==> src/sv/brc_pkg.sv <==
// Shared types and constants for the byte recurrence checksum block.
// No dependencies; every other file imports this package.
package brc_pkg;

  localparam int unsigned DATA_W = 8;
  localparam int unsigned TERM_W = 16;
  localparam int unsigned PLUS_W = 25;
  localparam int unsigned MINUS_W = 24;
  localparam int unsigned DIFF_W = 26;

  localparam logic [11:0] ALPHA_MUL = 12'd17;
  localparam logic [12:0] BETA_MUL = 13'd31;
  localparam logic [TERM_W-1:0] CK_MOD = 16'hFFFF;
  localparam logic [TERM_W-1:0] FIRST_OFFSET = 16'd7;
  localparam logic [DIFF_W-1:0] FOLD_BIAS = DIFF_W'(65535 * 256);

  typedef struct packed {
    logic [DATA_W-1:0] data_byte;
    logic              first_byte;
    logic              last_byte;
  } in_item_t;

  typedef struct packed {
    logic [TERM_W-1:0] older_term;
    logic [TERM_W-1:0] newer_term;
    logic [DATA_W-1:0] position_low;
  } rec_state_t;

endpackage

==> src/sv/brc_in_if.sv <==
// Input channel of the checksum block: one message byte per beat.
// Depends on brc_pkg for the field widths.
interface brc_in_if;
  import brc_pkg::*;

  logic              valid;
  logic              ready;
  logic [DATA_W-1:0] data_byte;
  logic              first_byte;
  logic              last_byte;

  modport source (output valid, output data_byte, output first_byte, output last_byte,
                  input ready);
  modport sink (input valid, input data_byte, input first_byte, input last_byte,
                output ready);
endinterface

==> src/sv/brc_out_if.sv <==
// Result channel of the checksum block: one checksum per beat.
// Depends on brc_pkg for the field width.
interface brc_out_if;
  import brc_pkg::*;

  logic              valid;
  logic              ready;
  logic [TERM_W-1:0] checksum;

  modport source (output valid, output checksum, input ready);
  modport sink (input valid, input checksum, output ready);
endinterface

==> src/sv/brc_step.sv <==
// One recurrence step: two products, a signed difference and a fold modulo 65535.
// Depends on brc_pkg for the item and state types.
module brc_step
  import brc_pkg::*;
(
  input  in_item_t          item,
  input  rec_state_t        cur,
  output rec_state_t        nxt,
  output logic [TERM_W-1:0] term
);

  logic [DATA_W-1:0]  alpha;
  logic [DATA_W-1:0]  beta;
  logic [8:0]         factor;
  logic [PLUS_W-1:0]  plus;
  logic [MINUS_W-1:0] minus;
  logic [DIFF_W-1:0]  diff;
  logic [DIFF_W-1:0]  biased;
  logic [16:0]        fold1;
  logic [16:0]        fold2;
  logic [TERM_W-1:0]  folded;

  always_comb begin
    alpha  = 8'(12'(cur.position_low) * ALPHA_MUL);
    beta   = 8'(13'(cur.position_low) * BETA_MUL);
    factor = {1'b0, item.data_byte} + {1'b0, alpha};
    plus   = PLUS_W'(factor) * PLUS_W'(cur.newer_term);
    minus  = MINUS_W'(beta) * MINUS_W'(cur.older_term);
    diff   = {1'b0, plus} - {2'b00, minus};
    // A negative difference is taken one higher, as the unsigned 64-bit wrap gives.
    biased = diff + FOLD_BIAS + DIFF_W'(diff[DIFF_W-1]);
    fold1  = {7'd0, biased[25:16]} + {1'b0, biased[15:0]};
    fold2  = {16'd0, fold1[16]} + {1'b0, fold1[15:0]};
    folded = (fold2[15:0] == CK_MOD) ? '0 : fold2[15:0];
  end

  always_comb begin
    if (item.first_byte) begin
      nxt.older_term   = TERM_W'(1);
      nxt.newer_term   = {8'd0, item.data_byte} + FIRST_OFFSET;
      nxt.position_low = DATA_W'(1);
    end else begin
      nxt.older_term   = cur.newer_term;
      nxt.newer_term   = folded;
      nxt.position_low = cur.position_low + DATA_W'(1);
    end
    term = nxt.newer_term;
  end

endmodule

==> src/sv/brc_out_stage.sv <==
// Result register of the checksum block, which drives the result channel.
// Depends on brc_pkg and brc_out_if.
module brc_out_stage
  import brc_pkg::*;
(
  input  logic              clk,
  input  logic              rst_n,
  input  logic              load,
  input  logic [TERM_W-1:0] load_checksum,
  output logic              free,
  brc_out_if.source         out_beat
);

  logic              valid_r;
  logic [TERM_W-1:0] checksum_r;

  assign free = !valid_r || out_beat.ready;
  assign out_beat.valid = valid_r;
  assign out_beat.checksum = checksum_r;

  always_ff @(posedge clk) begin
    if (!rst_n) begin
      valid_r <= 1'b0;
    end else if (free) begin
      valid_r <= load;
    end
  end

  always_ff @(posedge clk) begin
    if (free && load) begin
      checksum_r <= load_checksum;
    end
  end

  a_no_mod_value: assert property (@(posedge clk) disable iff (!rst_n)
    valid_r |-> checksum_r != CK_MOD)
    else $error("checksum holds the modulus itself");

endmodule

==> src/sv/byte_recurrence_checksum.sv <==
// Second-order byte recurrence checksum, one message byte per beat.
// A checksum is formed when its last byte leaves the input register and is loaded into
// the result register; that last byte is held while the result register is full.
// Throughput: one byte per cycle while the result register is free; the input register, the
// single step of products and fold modulo 65535, and the result register set that rate.
// Reset (synchronous, active low) sets the terms to 1, the position to 0, clears all valids.
module byte_recurrence_checksum
  import brc_pkg::*;
(
  input  logic    clk,
  input  logic    rst_n,
  brc_in_if.sink  in_beat,
  brc_out_if.source out_beat
);

  logic       s1_valid_r;
  in_item_t   s1_item_r;
  rec_state_t state_r;
  rec_state_t state_nxt;
  logic [TERM_W-1:0] step_term;
  logic       out_free;
  logic       s1_fire;
  logic       in_ready;
  logic       in_take;

  assign s1_fire  = s1_valid_r && (!s1_item_r.last_byte || out_free);
  assign in_ready = !s1_valid_r || s1_fire;
  assign in_take  = in_beat.valid && in_ready;
  assign in_beat.ready = in_ready;

  always_ff @(posedge clk) begin
    if (!rst_n) begin
      s1_valid_r <= 1'b0;
    end else if (in_ready) begin
      s1_valid_r <= in_beat.valid;
    end
  end

  always_ff @(posedge clk) begin
    if (in_take) begin
      s1_item_r.data_byte  <= in_beat.data_byte;
      s1_item_r.first_byte <= in_beat.first_byte;
      s1_item_r.last_byte  <= in_beat.last_byte;
    end
  end

  brc_step u_step (
    .item (s1_item_r),
    .cur  (state_r),
    .nxt  (state_nxt),
    .term (step_term)
  );

  always_ff @(posedge clk) begin
    if (!rst_n) begin
      state_r.older_term   <= TERM_W'(1);
      state_r.newer_term   <= TERM_W'(1);
      state_r.position_low <= '0;
    end else if (s1_fire) begin
      state_r <= state_nxt;
    end
  end

  brc_out_stage u_out (
    .clk           (clk),
    .rst_n         (rst_n),
    .load          (s1_fire && s1_item_r.last_byte),
    .load_checksum (step_term),
    .free          (out_free),
    .out_beat      (out_beat)
  );

  a_first_restarts: assert property (@(posedge clk) disable iff (!rst_n)
    (s1_fire && s1_item_r.first_byte) |=>
      (state_r.older_term == TERM_W'(1) && state_r.position_low == DATA_W'(1)))
    else $error("first byte did not restart the recurrence");

  a_position_steps: assert property (@(posedge clk) disable iff (!rst_n)
    (s1_fire && !s1_item_r.first_byte) |=>
      state_r.position_low == $past(state_r.position_low) + DATA_W'(1))
    else $error("position did not advance by one");

  a_last_held: assert property (@(posedge clk) disable iff (!rst_n)
    (s1_valid_r && s1_item_r.last_byte && !out_free) |=> s1_valid_r)
    else $error("last byte dropped while the result register was full");

  a_state_stable: assert property (@(posedge clk) disable iff (!rst_n)
    !s1_fire |=> $stable(state_r))
    else $error("state changed without a step");

endmodule
==> src/flat_wrapper.sv <==
// flat-port wrapper written by rule: the top's interface ports become plain ports
module byte_recurrence_checksum_flat import brc_pkg::*;
  (clk, rst_n, in_beat_valid, in_beat_data_byte, in_beat_first_byte, in_beat_last_byte, in_beat_ready, out_beat_valid, out_beat_checksum, out_beat_ready);
  brc_in_if in_beat_i ();
  brc_out_if out_beat_i ();
  input  logic clk;
  input  logic rst_n;
  input wire logic [$bits(in_beat_i.valid)-1:0] in_beat_valid;
  input wire logic [$bits(in_beat_i.data_byte)-1:0] in_beat_data_byte;
  input wire logic [$bits(in_beat_i.first_byte)-1:0] in_beat_first_byte;
  input wire logic [$bits(in_beat_i.last_byte)-1:0] in_beat_last_byte;
  output wire logic [$bits(in_beat_i.ready)-1:0] in_beat_ready;
  output wire logic [$bits(out_beat_i.valid)-1:0] out_beat_valid;
  output wire logic [$bits(out_beat_i.checksum)-1:0] out_beat_checksum;
  input wire logic [$bits(out_beat_i.ready)-1:0] out_beat_ready;
  assign in_beat_i.valid = in_beat_valid;
  assign in_beat_i.data_byte = in_beat_data_byte;
  assign in_beat_i.first_byte = in_beat_first_byte;
  assign in_beat_i.last_byte = in_beat_last_byte;
  assign in_beat_ready = in_beat_i.ready;
  assign out_beat_valid = out_beat_i.valid;
  assign out_beat_checksum = out_beat_i.checksum;
  assign out_beat_i.ready = out_beat_ready;
  byte_recurrence_checksum u_core (.clk(clk), .rst_n(rst_n), .in_beat(in_beat_i), .out_beat(out_beat_i));
endmodule
==> config.mk <==
export PLATFORM = sky130hd
export DESIGN_NAME = byte_recurrence_checksum_flat
export DESIGN_NICKNAME = d
export VERILOG_FILES = /design/src/sv/brc_pkg.sv /design/src/sv/brc_in_if.sv /design/src/sv/brc_out_if.sv /design/src/sv/brc_step.sv /design/src/sv/brc_out_stage.sv /design/src/sv/byte_recurrence_checksum.sv /design/src/flat_wrapper.sv
export SDC_FILE = /design/constraint.sdc
export NUM_CORES = 1
export LEC_CHECK = 0
export ABC_AREA = 1
export BUFFER_PORTS_ARGS = -buffer_cell sky130_fd_sc_hd__buf_2
export CAP_MARGIN = 30
export CORE_ASPECT_RATIO = 1.25
export CORE_MARGIN = 4
export CORE_UTILIZATION = 67
export CTS_CLUSTER_SIZE = 25
export DETAILED_ROUTE_END_ITERATION = 16
export PLACE_DENSITY = 0.92
export SYNTH_ARGS = -nofsm -noshare
export SYNTH_HDL_FRONTEND = slang
export SYNTH_HIERARCHICAL = 1
export SYNTH_SLANG_ARGS = --single-unit
export TNS_END_PERCENT = 10
==> constraint.sdc <==
create_clock -name clk -period 32.1 [get_ports clk]
set_clock_uncertainty 0.2 [all_clocks]
set_input_delay 6.42 -clock clk [delete_from_list [all_inputs] [get_ports clk]]
set_output_delay 6.42 -clock clk [all_outputs]
set_load 0.005 [all_outputs]
# ---- Yosys cells after proc, flatten, opt, wreduce, memory -nomap -nowiden
# Cells that the tools add are included.
# Widths: inputs -> output; s select.
dict set report word_totals {
  output_inout_bits 18
  word_cells 34
  in_bits 14
  reg_bits 68
}
dict set report classes {
  eq_ne 1
  addsub 8
  mul 4
  mux 2
  reduce_logical 10
}
# cell count
set ops {}
lappend ops {{$mux 40} 1}
lappend ops {{$add 26x1->26} 1}
lappend ops {{$add 26x24->26 const B} 1}
lappend ops {{$sub 25x24->26} 1}
lappend ops {{$mul 9x16->25} 1}
lappend ops {{$mul 8x16->24} 1}
lappend ops {{$add 10x16->17} 1}
lappend ops {{$add 1x16->16} 1}
lappend ops {{$eq 16x16->1 const B} 1}
lappend ops {{$mul 8x5->8 const B} 2}
lappend ops {{$mux 16} 1}
lappend ops {{$add 8x3->9 const B} 1}
lappend ops {{$add 8x8->9} 1}
lappend ops {{$add 8x1->8 const B} 1}
lappend ops {{$logic_and 1x1->1} 4}
lappend ops {{$logic_not 1->1} 3}
lappend ops {{$logic_or 1x1->1} 3}

# ---- Longest topological paths before layout
dict set report logic_depth {
  depth_word 11
  ltp_mapped 84
}

# ---- By module
# The synthesis kept the hierarchy.
# mod instances area_per_inst_um2 seq_area_each_um2 cells_per_inst
set modules_own_cells {}
lappend modules_own_cells {brc_step 1 12532.0 0.0 1764}
lappend modules_own_cells {byte_recurrence_checksum 1 2145.8 1121.1 278}
lappend modules_own_cells {brc_out_stage 1 531.8 500.5 23}

# ---- Worst setup path before layout
# No wires, ideal clock.
dict set report synth_path {
  kind {reg2reg}
  from {register u_core/state_r[1] in the netlist's numbering}
  to {register u_core.u_out.checksum_r[12], in the netlist u_core/u_out/out_beat.checksum[12], data pin}
  synth_period_minus_slack_ps 13987
  stages_incl_launch_ff 78
  setup_slack_ps 18113
  arrival_time_ps 13536
  path_buffers 2
  cell_sequence {dfxtp_1 -> fa_1 -> inv_1 -> fa_1 -> fa_1 -> inv_1 -> ha_1 -> a21oi_1 -> inv_1 -> a31oi_1 -> or2_2 -> nand2_1 -> a21oi_1 -> or2_2 -> nand2_1 -> clkbuf_1 -> nor2_1 -> fa_1 -> [... 42 more ...] -> ha_1 -> nand2_1 -> nor2_1 -> nand3_1 -> nor2_2 -> nand3_1 -> nor2_1 -> nand2_1 -> nor2_2 -> nand2_2 -> nor2_2 -> nand2_1 -> nand2_1 -> and2_4 -> nand2_8 -> nand2_8 -> nor2_2 -> buf_4}
}
# item line
set synth_lines {}
lappend synth_lines {{start, declared} byte_recurrence_checksum.sv:18} ;# rec_state_t state_r;
lappend synth_lines {{start signal, assigned} byte_recurrence_checksum.sv:60} ;# state_r <= state_nxt;
lappend synth_lines {{end signal, assigned} brc_out_stage.sv:31} ;# checksum_r <= load_checksum;
lappend synth_lines {{end, declared} brc_out_stage.sv:15} ;# logic [TERM_W-1:0] checksum_r;

==> metrics <==
run status finished, final reports clean; CP Launch Type flop; std cell rows 61; height of the chip 176.5 um; largest incremental delay on the critical path 0.59 ns; worst hold-check path type flop to flop; average cell area after synthesis 7.365 um2; Slew @ Worst Pin between 1 and 1.5 ns; Worst slew margin 30.98%; number of synthesized flops with an enable pin 26; largest net degree at the start of global routing 82; post-DR vias/cell between 5 and 6; clock buffers created by TritonCTS 9; final clock period utilization by the worst path 48.23%; Required @ worst endpoint 32.13 ns; number of instances in the synthesized netlist 2,065; routed via count between 10,000 and 15,000; maximum number of buffers from clock root to sink 2; critical path endpoint category flop; area used by sequential logic in the layout 0.001623 mm2; worst setup path category flop to flop; Max stage delay cell, worst path sky130_fd_sc_hd__fa_1; input/output buffers 31; max_cap viols 0; Finish-stage setup viols 0; Core Area roughly 0.022 mm2; total die area 0.02519 mm2; leading cell type in the layout, fill and taps excluded sky130_fd_sc_hd__inv_1; distinct cell type count after synthesis 48; Clock Root Buffer sky130_fd_sc_hd__clkbuf_16; arrival time of the worst setup path 15.51 ns; filler cell count in the final layout 1,665; number of nets in the finished design 2,410; unrepaired setup endpoints after global routing false; drt drc 0; placed wire-length estimate 32,190 um; number of buffers inserted by hold repair at cts 0; n_diodes 0; global route total overflow 0; fraction of final layout cells with drive strength greater than 1 slightly above 8%; post-synthesis sequential element count 68; Worst path most repeated cell sky130_fd_sc_hd__nand2_1; sequential share of the synthesized area roughly a tenth; clock input transition at the sequential cells of the worst setup and hold paths around 0.06 ns; antenna violations before repair 0; syn_nets 2,436; total I/O pin count 32; final count of hold timing violations 0; fmax 0.06459 GHz; antenna violation net count after detailed routing 0; highest fanout seen on the critical path 24; Main synth FF type sky130_fd_sc_hd__dfxtp_1; Routability Congestion between 0.9 and 1; die span in x 142.8 um; DRT iter0 DRCs 1,146; Placement Setup Slack 16.86 ns; setup total negative slack 0 ns; total wire length 40,620 um; number of H-tree levels 3; Initial DRT Pass Iterations 6; Area Overhead vs Synth 3.291%; vias in the first global route 13,910; clk sink count 68; area of the multi-input gates 0.01131 mm2; number of buffers inserted by post-CTS setup repair 0; commonest cells after routing, fill and taps aside 499 x sky130_fd_sc_hd__inv_1, 446 x sky130_fd_sc_hd__nand2_1, 238 x sky130_fd_sc_hd__fa_1; count of pins over their slew limit 0; wire length of the first global-routing pass roughly 66,000 um; count of yosys warnings during synthesis 6; ranking of synthesized cells by area sky130_fd_sc_hd__fa_1 31%, sky130_fd_sc_hd__inv_1 12%, sky130_fd_sc_hd__nand2_1 11%; area of the mapped netlist 0.01521 mm2; TritonCTS clock tree built; Final WS setup 16.62 ns; WHS 0.3522 ns; FFs w/ async S/R, synth 0%; number of instances resized during post-cts repair 0; global router's overall resource usage 33.29%; most area-hungry cell type in the Yosys netlist sky130_fd_sc_hd__fa_1; Starting Density 68.25%; fraction of synthesized cell area taken by the top area cell type 31.33%; fin crit period 15.48 ns; later-pin clock latency in the skew report around 0.35 ns; detail-routed net length per standard cell 17.45 um
flip-flops by register name (all words and copies together) (netlist names):
register / count
u_core/u_out/out_beat.valid: 1
u_core/s1_valid_r: 1
u_core/u_out/out_beat.checksum: 16
u_core/state_r: 40
u_core/s1_item_r: 10
cells by family after synthesis:
group	count (synthesis)	synth area share, %
DFF	68	10.66
xor gates and xnor gates	48	2.863
adders and majority gates	357	41.12
AOI/OAI and AO/OA	111	4.113
buffers and inverters	582	14.99
and+or+nand+nor	899	26.26
path summary, 6_finish.rpt:
path / slack (ns) / endpoint / depth (start not counted) / startpoint
max: 16.62 / u_core/state_r[12] / 82 / u_core/state_r[0]
min: 0.35 / u_core/u_out/out_beat.valid / 2 / u_core/u_out/out_beat.valid
max reg2reg: 16.62 / u_core/state_r[12] / 82 / u_core/state_r[0]
min reg2reg: 0.35 / u_core/u_out/out_beat.valid / 2 / u_core/u_out/out_beat.valid
Yosys cell counts, types with 9 or more instances:
library cell,count
sky130_fd_sc_hd__nand4_1,17
sky130_fd_sc_hd__nor2_1,215
sky130_fd_sc_hd__nand2_1,446
sky130_fd_sc_hd__nor3_1,9
sky130_fd_sc_hd__xnor2_1,22
sky130_fd_sc_hd__fa_1,238
sky130_fd_sc_hd__edfxtp_1,26
sky130_fd_sc_hd__nand3_1,113
sky130_fd_sc_hd__o21ai_0,17
sky130_fd_sc_hd__dfxtp_1,42
sky130_fd_sc_hd__nand2_2,31
sky130_fd_sc_hd__nand3_2,17
sky130_fd_sc_hd__nor2_2,19
sky130_fd_sc_hd__buf_4,16
sky130_fd_sc_hd__xor2_1,24
sky130_fd_sc_hd__buf_2,16
sky130_fd_sc_hd__a21oi_1,68
sky130_fd_sc_hd__a21oi_2,10
sky130_fd_sc_hd__inv_1,499
sky130_fd_sc_hd__or2_2,9
sky130_fd_sc_hd__clkbuf_1,39
sky130_fd_sc_hd__ha_1,119
critical path, delay by kind of cell (launching register included):
| kind | cells | cell delay (ns) |
|---|---|---|
| buf+inv | 10 | 0.73 |
| flops | 1 | 0.30 |
| fa+ha+maj | 15 | 6.58 |
| simple gates | 50 | 6.64 |
| xor+xnor | 2 | 0.32 |
| compound gates | 5 | 0.63 |
per-layer routing:
metal	wire length [um]	share of wire, %	GRT usage (%)	vias up
met2	20010	49	56.43	815
li1	-	-	-	6041
met4	3294	8.1	21.20	0
met3	3315	8.2	6.015	259
met5	0	0	0	-
met1	13990	34	38.60	6334
layout make-up:
class	count	share of cell area [%]
clock buffer	10	1.457
clock inverter	6	0.5655
inverter	508	12.14
multi-input combinational	1415	71.98
sequential	68	10.33
tap	283	2.254
timing repair buffer	37	1.274
per-stage QoR:
step / util [%] / cells / area (um2)
6_report: 70.49 / 2327 / 15710
5_1_grt: 70.49 / 2327 / 15710
4_1_cts: 70.49 / 2327 / 15710
3_5_place_dp: 69.07 / 2311 / 15390
3_3_place_gp: 69.03 / 2310 / 15380
2_1_floorplan: - / 2065 / 15210
Power is left out: the tool's default activity adds up to more than one toggle a clock period on the data nets, which glitch-free logic cannot reach.
